## src/rtl/vbpd_pkg.sv

```systemverilog
`default_nettype none

package vbpd_pkg;

  localparam int unsigned AddrW  = 13;
  localparam int unsigned PixW   = 4;
  localparam int unsigned NumPix = 8;

  localparam logic [AddrW-1:0] PaletteEndReset = 13'd8000;

  localparam logic [3:0] ModeCol40    = 4'd0;
  localparam logic [3:0] ModeBitmap4  = 4'd1;
  localparam logic [3:0] ModePage1    = 4'd2;
  localparam logic [3:0] ModePage2    = 4'd3;
  localparam logic [3:0] ModeStack2   = 4'd4;
  localparam logic [3:0] ModeCol80    = 4'd5;
  localparam logic [3:0] ModeStack4   = 4'd6;
  localparam logic [3:0] ModeBitmap4b = 4'd7;
  localparam logic [3:0] ModeBitmap16 = 4'd8;
  localparam logic [3:0] ModePalette  = 4'd9;

  localparam logic [7:0] PalKeyMask  = 8'h78;
  localparam logic [7:0] PalKeyMatch = 8'h30;
  localparam logic [3:0] PalColA     = 4'd7;
  localparam logic [3:0] PalColB     = 4'd8;

  typedef struct packed {
    logic [3:0]       command;
    logic [AddrW-1:0] byte_address;
    logic [7:0]       shape_byte;
    logic [7:0]       colour_byte;
  } item_t;

  typedef struct packed {
    logic [PixW-1:0] pixel0;
    logic [PixW-1:0] pixel1;
    logic [PixW-1:0] pixel2;
    logic [PixW-1:0] pixel3;
    logic [PixW-1:0] pixel4;
    logic [PixW-1:0] pixel5;
    logic [PixW-1:0] pixel6;
    logic [PixW-1:0] pixel7;
  } result_t;

endpackage

`default_nettype wire

```

## src/rtl/vbpd_decode.sv

```systemverilog
`default_nettype none

module vbpd_decode (
  input  vbpd_pkg::item_t                 item_i,
  input  logic [vbpd_pkg::AddrW-1:0]      palette_end_i,
  output vbpd_pkg::result_t               result_o
);

  logic [7:0] shp;
  logic [7:0] clr;
  logic [3:0] fg;
  logic [3:0] bg;
  logic [3:0] pal_a;
  logic [3:0] pal_b;
  logic       in_palette;
  logic [3:0] pix [vbpd_pkg::NumPix];

  assign shp        = item_i.shape_byte;
  assign clr        = item_i.colour_byte;
  assign fg         = {~clr[6], clr[5:3]};
  assign bg         = {~clr[7], clr[2:0]};
  assign in_palette = item_i.byte_address < palette_end_i;

  always_comb begin
    if ((clr & vbpd_pkg::PalKeyMask) == vbpd_pkg::PalKeyMatch) begin
      pal_a = vbpd_pkg::PalColA;
      pal_b = vbpd_pkg::PalColB;
    end else begin
      pal_a = vbpd_pkg::PalColB;
      pal_b = vbpd_pkg::PalColA;
    end
  end

  always_comb begin
    for (int i = 0; i < 8; i++) begin
      case (item_i.command)
        vbpd_pkg::ModeBitmap4: begin
          pix[i] = {2'b00, shp[7-i], clr[7-i]};
        end
        vbpd_pkg::ModePage1: begin
          pix[i] = {3'b000, shp[7-i]};
        end
        vbpd_pkg::ModePage2: begin
          pix[i] = {2'b00, clr[7-i], 1'b0};
        end
        vbpd_pkg::ModeStack2: begin
          if (shp[7-i]) begin
            pix[i] = 4'd1;
          end else begin
            pix[i] = clr[7-i] ? 4'd2 : 4'd0;
          end
        end
        vbpd_pkg::ModeCol80: begin
          if (i < 4) begin
            pix[i] = {3'b000, shp[6-2*(i%4)]};
          end else begin
            pix[i] = {3'b000, clr[6-2*(i%4)]};
          end
        end
        vbpd_pkg::ModeStack4: begin
          if (shp[7-i/2]) begin
            pix[i] = 4'd1;
          end else if (shp[3-i/2]) begin
            pix[i] = 4'd2;
          end else if (clr[7-i/2]) begin
            pix[i] = 4'd3;
          end else if (clr[3-i/2]) begin
            pix[i] = 4'd4;
          end else begin
            pix[i] = 4'd0;
          end
        end
        vbpd_pkg::ModeBitmap4b: begin
          if (i < 4) begin
            pix[i] = {2'b00, shp[7-2*(i%4)], shp[6-2*(i%4)]};
          end else begin
            pix[i] = {2'b00, clr[7-2*(i%4)], clr[6-2*(i%4)]};
          end
        end
        vbpd_pkg::ModeBitmap16: begin
          case (i / 2)
            0:       pix[i] = shp[7:4];
            1:       pix[i] = shp[3:0];
            2:       pix[i] = clr[7:4];
            default: pix[i] = clr[3:0];
          endcase
        end
        vbpd_pkg::ModePalette: begin
          if (in_palette) begin
            pix[i] = shp[7-i] ? pal_a : pal_b;
          end else begin
            pix[i] = shp[7-i] ? fg : bg;
          end
        end
        default: begin
          pix[i] = shp[7-i] ? fg : bg;
        end
      endcase
    end
  end

  assign result_o.pixel0 = pix[0];
  assign result_o.pixel1 = pix[1];
  assign result_o.pixel2 = pix[2];
  assign result_o.pixel3 = pix[3];
  assign result_o.pixel4 = pix[4];
  assign result_o.pixel5 = pix[5];
  assign result_o.pixel6 = pix[6];
  assign result_o.pixel7 = pix[7];

endmodule

`default_nettype wire

```

## src/rtl/video_byte_pair_pixel_decoder.sv

```systemverilog
// channel   | handshake                   | payload
// ----------+-----------------------------+-------------------------------
// item in   | start_i, busy_o             | item_i (command, address, bytes)
// result    | done_o (one-cycle strobe)   | result_o (pixel0..pixel7)
// config    | cfg_valid_i, cfg_ready_o    | cfg_data_i (palette area end)
//
// one item per cycle; the result strobes once the item has passed the input
// register, then decode into the result register
// busy_o and cfg_ready_o stay low and high; nothing stalls
// reset clears the stage valids and sets the palette area end to 8000
`default_nettype none

module video_byte_pair_pixel_decoder (
  input  logic                          clk_i,
  input  logic                          rst_ni,
  input  logic                          start_i,
  output logic                          busy_o,
  input  vbpd_pkg::item_t               item_i,
  output logic                          done_o,
  output vbpd_pkg::result_t             result_o,
  input  logic                          cfg_valid_i,
  output logic                          cfg_ready_o,
  input  logic [vbpd_pkg::AddrW-1:0]    cfg_data_i
);

  logic                       in_valid_q;
  vbpd_pkg::item_t            in_item_q;
  logic [vbpd_pkg::AddrW-1:0] pal_end_q;
  logic                       done_q;
  vbpd_pkg::result_t          result_d;
  vbpd_pkg::result_t          result_q;

  assign busy_o      = 1'b0;
  assign cfg_ready_o = 1'b1;

  always_ff @(posedge clk_i or negedge rst_ni) begin
    if (!rst_ni) begin
      in_valid_q <= 1'b0;
      done_q     <= 1'b0;
      pal_end_q  <= vbpd_pkg::PaletteEndReset;
    end else begin
      in_valid_q <= start_i && !busy_o;
      done_q     <= in_valid_q;
      if (cfg_valid_i && cfg_ready_o) begin
        pal_end_q <= cfg_data_i;
      end
    end
  end

  always_ff @(posedge clk_i) begin
    if (start_i && !busy_o) begin
      in_item_q <= item_i;
    end
    if (in_valid_q) begin
      result_q <= result_d;
    end
  end

  vbpd_decode u_decode (
    .item_i        (in_item_q),
    .palette_end_i (pal_end_q),
    .result_o      (result_d)
  );

  assign done_o   = done_q;
  assign result_o = result_q;

  a_take: assert property (@(posedge clk_i) disable iff (!rst_ni)
    start_i && !busy_o |=> in_valid_q)
    else $error("accepted item not registered");

  a_done: assert property (@(posedge clk_i) disable iff (!rst_ni)
    in_valid_q |=> done_o)
    else $error("registered item gave no result");

  a_nodone: assert property (@(posedge clk_i) disable iff (!rst_ni)
    !in_valid_q |=> !done_o)
    else $error("result without item");

  a_page1: assert property (@(posedge clk_i) disable iff (!rst_ni)
    in_valid_q && in_item_q.command == vbpd_pkg::ModePage1
    |=> result_o.pixel0[3:1] == 3'b000 && result_o.pixel7[3:1] == 3'b000)
    else $error("page1 pixel out of range");

endmodule

`default_nettype wire
```

## config.mk

```make
export PLATFORM = sky130hd
export DESIGN_NAME = video_byte_pair_pixel_decoder
export DESIGN_NICKNAME = d
export VERILOG_FILES = /design/src/rtl/vbpd_pkg.sv /design/src/rtl/vbpd_decode.sv /design/src/rtl/video_byte_pair_pixel_decoder.sv
export SDC_FILE = /design/constraint.sdc
export NUM_CORES = 1
export LEC_CHECK = 0
export BUFFER_PORTS_ARGS = -buffer_cell sky130_fd_sc_hd__buf_2
export CAP_MARGIN = 20
export CORE_MARGIN = 2
export CORE_UTILIZATION = 55
export DETAILED_ROUTE_END_ITERATION = 7
export PLACE_DENSITY_LB_ADDON = 0.15
export SYNTH_ARGS = -nofsm -noshare
export SYNTH_HDL_FRONTEND = slang
export SYNTH_HIERARCHICAL = 1
export SYNTH_SLANG_ARGS = --single-unit
```

## constraint.sdc

```tcl
create_clock -name clk_i -period 3.1 [get_ports clk_i]
set_clock_uncertainty 0.15 [all_clocks]
set_input_delay 0.31 -clock clk_i [delete_from_list [all_inputs] [get_ports clk_i]]
set_output_delay 0.31 -clock clk_i [all_outputs]
set_load 0.02 [all_outputs]
```

==> results.yml, run 1 <==
status:
  status: "finished, final reports clean"
worst_setup_path:
  worstSetupPathType: "register to register"
  path_buf_inv: 0
  kind_of_cell_adding_the_most_delay_to_the_critical_path: "compound AO/OA/AOI/OAI gates"
  slowest_delay_ns: 0.61
  worst_setup_path_end_kind: "register"
  cp_slowest_cell: "edfxtp_1"
  cp-start-kind: "register"
  timing.critical_path.required_ns: 3.04
  timing.critical_path.cells: "o21a_1 > nor2_1 > o221ai_1 > a2111oi_0 > a221oi_1"
  peak_fanout_along_the_critical_path: 13
  worst-endpoint-arrival_ns: 2.76
grt:
  grt_antenna_before_repair: 0
  grt_remaining_overflow: 0
  number_of_global_route_vias_before_repair: 4308
  grt_max_degree: 35
  grt.total_usage: 0.2828
  wire_length_of_the_first_global_routing_pass_microns: 22180
timing:
  final.period_utilization: 0.9084
  worst_slew_pin_slew_ns: 0.7762
  max_freq_mhz: 355.1
  fin_crit_ns: 2.816
  slew_headroom: 0.4826
  smallest_hold_slack_ns: 0.006267
  slew_viol_final: 0
  fin_tns_setup_ns: 0
  setup_viol: 0
  hold_viol: 0
  grt_setup_unrepaired: "false"
synthesis:
  syn_area_per_cell_sq_um: 10.72
  yosys_most_used_dff: "edfxtp_1"
  postSynthNetCount: 545
  synth.top_cells.by_area: "edfxtp_1, dfrtp_1, dfstp_2"
  yosys.cell_types.count: 68
  netlist.area_leader.share: 0.3768
  syn_inst: 483
  yosys.cell_count.top_type: "edfxtp_1"
  synth.yosys.warnings: 6
  async_reset_ff_frac: 0.1875
  synth.cells.most_frequent: "edfxtp_1, nor2_1, a21oi_1, nand2_1, inv_1"
  synth_largest_area_cell: "edfxtp_1"
  yosys_register_bits: 80
  synth.yosys.seq_area_share: 0.4507
  synth_edf_count: 65
  syn-cell-area_sq_mm: 0.005180
floorplan:
  die_w_microns: 101.0
  initial_core_util: 0.5633
  floorplan.rows: 35
  coreArea_sq_mm: 0.009196
  dieHeight_microns: 101.0
  die_area_sq_mm: 0.01021
  io-pin-count: 85
cells_and_area:
  area_growth_pct: 19.66
  post_route_cells_drive_above_1_share: 0.2809
  post-route-cell-area_sq_mm: 0.006198
  finish.net_count: 648
  antenna_cells: 0
  postLayoutCoreUtil: 0.6740
hold_path:
  worst_hold_path_type: "input pin to register"
placement:
  io_buffers: 82
  gpl.final_weighted_congestion: 0.9625
  placement.cell_area_sq_mm: 0.005640
  hpwl_microns: 9596
detailed_routing:
  detail_route.drc_violations: 0
  drt-total-wl_microns: 14260
  first_pass_iters: 5
  drt-initial-drc-count: 577
  ant_nets: 0
  avgViaCountPerCell: 6.403
  avgRoutedWirePerCell_microns: 20.31
  vias: 4495
cts:
  clk_pin_slew_worst_paths_ns: 0.10
  clock_tree.buffer_depth: 2
  tritoncts: "yes"
  cts-hold-fix-buffers: 35
  cts.root.buffer_cell: "clkbuf_8"
  cts-resized-gates: 0
  post_cts_buffers: 0
  insertion_delay_ns: 0.38
  clock_tree.htree_level_count: 3
  tritoncts_num_sinks: 80
  cts_buffers: 9
pwr:
  power.ir.vdd_worst_uv: 289.2
  total_power_mw: 3.107
  p_leak_nw: 2.524
  power.density_mw_per_mm2: 501.3
run:
  timing.max_cap.violations: 0
cell usage in the layout, fill, tap and decap left out, types with 7 or more instances in the layout:
cell	Yosys	final
o211ai_1	12	12
dlygate4sd3_1	0	35
nor2b_1	9	9
buf_2	14	82
nor2_1	42	42
a222oi_1	8	8
buf_4	8	20
mux2_4	10	10
mux2i_1	14	14
ha_1	12	12
a21oi_1	24	24
edfxtp_1	65	65
and2_1	9	9
a211oi_1	11	11
inv_1	20	20
dfrtp_1	9	9
a2111oi_0	7	7
a22oi_1	14	14
a221oi_1	13	13
mux2_2	14	14
clkbuf_8	0	9
o21ai_0	10	10
nand2_1	21	21
nor3b_1	7	7
logic make-up after synthesis:
group	count (synthesis)	synth area share
flops	80	0.4507
simple gates	134	0.1432
other cells	2	0.001450
mux	38	0.08647
fa+ha+maj	12	0.02898
xor+xnor	9	0.01522
buf+inv	66	0.06135
compound gates	142	0.2126
worst paths after layout:
check                                              start                        end  slack, ns  cells past startpoint
worst max-delay path             in_item_q[30]$_DFFE_PP_     result_o[16]$_DFFE_PP_       0.28                      5
worst min-delay path                       cfg_data_i[6]   pal_end_q[6]$_DFFE_PN1P_      0.006                      2
worst max register to register   in_item_q[30]$_DFFE_PP_     result_o[16]$_DFFE_PP_       0.28                      5
worst min register to register  pal_end_q[5]$_DFFE_PN0P_   pal_end_q[5]$_DFFE_PN0P_       0.37                      1
max in group asynchronous                         rst_ni  pal_end_q[10]$_DFFE_PN1P_       2.28                      2
min in group asynchronous                         rst_ni   pal_end_q[0]$_DFFE_PN0P_       0.21                      2
power by group:
| group | switching (mW) | internal, mW | leakage, nW |
|---|---|---|---|
| Combinational | 0.493 | 0.365 | 1.61 |
| Sequential | 0.105 | 1.31 | 0.812 |
| Clock | 0.445 | 0.389 | 0.103 |
layout make-up:
cell class / count / area (sq um)
clock buffers: 9 / 123.9
clock inverters: 7 / 83.83
fillers: 709 / 2998
inverters: 21 / 78.83
multi-input cells: 337 / 2527
flip-flops and latches: 80 / 2335
well taps: 111 / 138.9
repair buffers: 137 / 910.9
layer usage:
layer,vias up,track usage,part of all wire
li1,2075,-,-
met1,2125,0.3952,0.42
met2,268,0.4417,0.48
met3,27,0.06311,0.089
met4,0,0.08524,0.014
met5,-,0,0
state kept, by name, indices dropped and copies added (netlist names):
name        cells
done_o          1
in_item_q      33
in_valid_q      1
pal_end_q      13
result_o       32
worst reg2reg max path, delay by kind of cell (launching register included):
family | cells | cell delay (ns)
AO/OA/AOI/OAI | 4 | 1.30
flip-flops | 1 | 0.61
AND/OR/NAND/NOR | 1 | 0.48
metrics by stage:
| step | cells | setup slack [ns] |
|---|---|---|
| final | 702 | 0.2839 |
| after global routing | 702 | 0.1632 |
| after global placement | 651 | 0.5069 |
| after floorplan | 483 | 0.6459 |
| after detailed placement | 651 | 0.3865 |
| after CTS | 702 | 0.3745 |
Note: power is estimated with default switching activity, not from simulation.
==> inputs of run 2 (changes only) <==
CAP_MARGIN = unset   (was 20)
CORE_ASPECT_RATIO = 1.25   (was unset)
==> run 2 against run 1 <==
Against the previous run: final area grew 0.59%; core utilization is 0.56 points higher; clock-buffer cell count rose by 3; clock power is 19% higher; critical path depth up 3; critical endpoint is now result_o[17]$_DFFE_PP_.
==> results.yml, run 2 (same netlist as run 1, synthesis figures left out) <==
pwr:
  p_int_mw: 2.244
  power.clock.fraction: 0.302
  combPwrFrac: 0.262
  power_switching_mw: 1.028
  p_leak_nw: 2.532
  power.density_mw_per_mm2: 524.7
  pwr-share-seq: 0.436
  switching_share: 0.3142
  total_power_mw: 3.271
  power.ir.vdd_worst_uv: 366.7
cts:
  clock_tree.buffer_depth: 2
  clk_pin_slew_worst_paths_ns: 0.06
  cts_buffers: 9
  cts.root.buffer_cell: "clkbuf_16"
  tritoncts_num_sinks: 80
  clock_tree.htree_level_count: 3
  cts-resized-gates: 0
  insertion_delay_ns: 0.33
  cts-hold-fix-buffers: 26
  post_cts_buffers: 0
  tritoncts: "yes"
detailed_routing:
  detail_route.drc_violations: 0
  vias: 4599
  drt-total-wl_microns: 15050
  drt-initial-drc-count: 559
  avgRoutedWirePerCell_microns: 21.23
  first_pass_iters: 6
  ant_nets: 0
  avgViaCountPerCell: 6.487
placement:
  hpwl_microns: 9974
  io_buffers: 82
  gpl.final_weighted_congestion: 0.9884
worst_setup_path:
  peak_fanout_along_the_critical_path: 16
  cp_slowest_cell: "dfstp_2"
  worst_setup_path_end_kind: "register"
  regToRegStartpoint: "pal_end_q[11]$_DFFE_PN1P_"
  worst-endpoint-arrival_ns: 2.82
  timing.critical_path.required_ns: 3.04
  slowest_delay_ns: 0.54
  timing.critical_path.cells: "inv_1 > ha_1 > and3_1 > o21ai_0 > and2_1 > nand2_1 > buf_4 > a222oi_1"
  cp-startpoint: "pal_end_q[11]$_DFFE_PN1P_"
  worstSetupPathType: "register to register"
  cp-start-kind: "register"
cells_and_area:
  finish.net_count: 643
  largest-register: "in_item_q"
  antenna_cells: 0
  post_route_cells_drive_above_1_share: 0.2782
  area_growth_pct: 20.36
  final_cell_mix: "buf_2, edfxtp_1, nor2_1, dlygate4sd3_1, a21oi_1"
  mostFrequentLayoutCell: "buf_2"
  largest_register_ff_count: 33
  fillCellCount: 708
timing:
  final.period_utilization: 0.9296
  fin_tns_setup_ns: 0
  slew_headroom: 0.4932
  max_freq_mhz: 347.0
  slew_viol_final: 0
  grt_setup_unrepaired: "false"
  hold_viol: 0
  setup_viol: 0
  worst_slew_pin_slew_ns: 0.7586
  fin_crit_ns: 2.882
floorplan:
  dieHeight_microns: 112.5
  die_w_microns: 90.80
  io-pin-count: 85
  die_area_sq_mm: 0.01022
  initial_core_util: 0.5646
  floorplan.rows: 39
  coreArea_sq_mm: 0.009174
grt:
  grt_max_degree: 35
  number_of_global_route_vias_before_repair: 4533
  grt_remaining_overflow: 0
  grt_antenna_before_repair: 0
  grt.total_usage: 0.2958
  wire_length_of_the_first_global_routing_pass_microns: 23530
status:
  status: "finished, final reports clean"
hold_path:
  worst_hold_path_type: "input pin to register"
  hp-start: "item_i[29]"
run:
  timing.max_cap.violations: 0
run 2: changes by cell type in the layout (fill, tap and decap cells not counted), sizes merged:
| cell | delta |
|---|---|
| clkbuf | +3 |
| bufinv | -1 |
| dlygate4sd3 | -4 |
| buf | -1 |
| clkinv | +2 |
| inv | -4 |
run 2: path summary, 6_finish.rpt:
check | endpoint | slack (ns) | cells past startpoint
min in group asynchronous | pal_end_q[3]$_DFFE_PN0P_ | 0.29 | 2
worst max register to register | result_o[17]$_DFFE_PP_ | 0.22 | 8
max in group asynchronous | pal_end_q[11]$_DFFE_PN1P_ | 2.21 | 2
worst min-delay path | in_item_q[29]$_DFFE_PP_ | 0.02 | 1
worst max-delay path | result_o[17]$_DFFE_PP_ | 0.22 | 8
worst min register to register | result_o[5]$_DFFE_PP_ | 0.36 | 0
run 2: critical path, delay by kind of cell (launching register included):
family	cells	cell delay [ns]
AOI/OAI and AO/OA	2	0.66
adders and majority gates	1	0.31
buffers and inverters	2	0.28
DFF	1	0.54
and+or+nand+nor	3	0.70
run 2: routing by layer:
metal,vias to the layer above,GRT usage,share of wire
li1,2071,-,-
met1,2215,0.3548,0.38
met2,270,0.5229,0.51
met3,43,0.05369,0.078
met4,0,0.1253,0.032
met5,-,0,0
run 2: power groups by stage:
stage	logic [mW]	clock network, mW	registers [mW]
2_1_floorplan	0.533	0	1.45
3_3_place_gp	0.783	0	1.44
3_5_place_dp	0.801	0	1.44
4_1_cts	0.829	1.00	1.42
5_1_grt	0.923	1.05	1.44
6_report	0.856	0.990	1.43
run 2: metrics by stage:
step           cell area [sq um]  utilization  setup slack (ns)  hold WS (ns)  std cells
2_1_floorplan               5180            -            0.6459       -0.1356        483
3_3_place_gp                5648       0.6157            0.3391       0.08527        662
3_5_place_dp                5648       0.6157            0.2966       0.09283        662
4_1_cts                     6185       0.6742            0.2607     0.0001638        704
5_1_grt                     6235       0.6796           0.08197     0.0009167        709
6_report                    6235       0.6796            0.2183       0.01523        709
run 2: cell type report:
type	instances	area (sq um)	share of cell area
clock buffers	12	246.5	0.03953
repair buffers	132	863.3	0.1385
multi-input cells	337	2527	0.4054
clock inverters	4	30.03	0.004816
inverters	21	78.83	0.01264
flip-flops and latches	80	2335	0.3745
well taps	123	153.9	0.02468
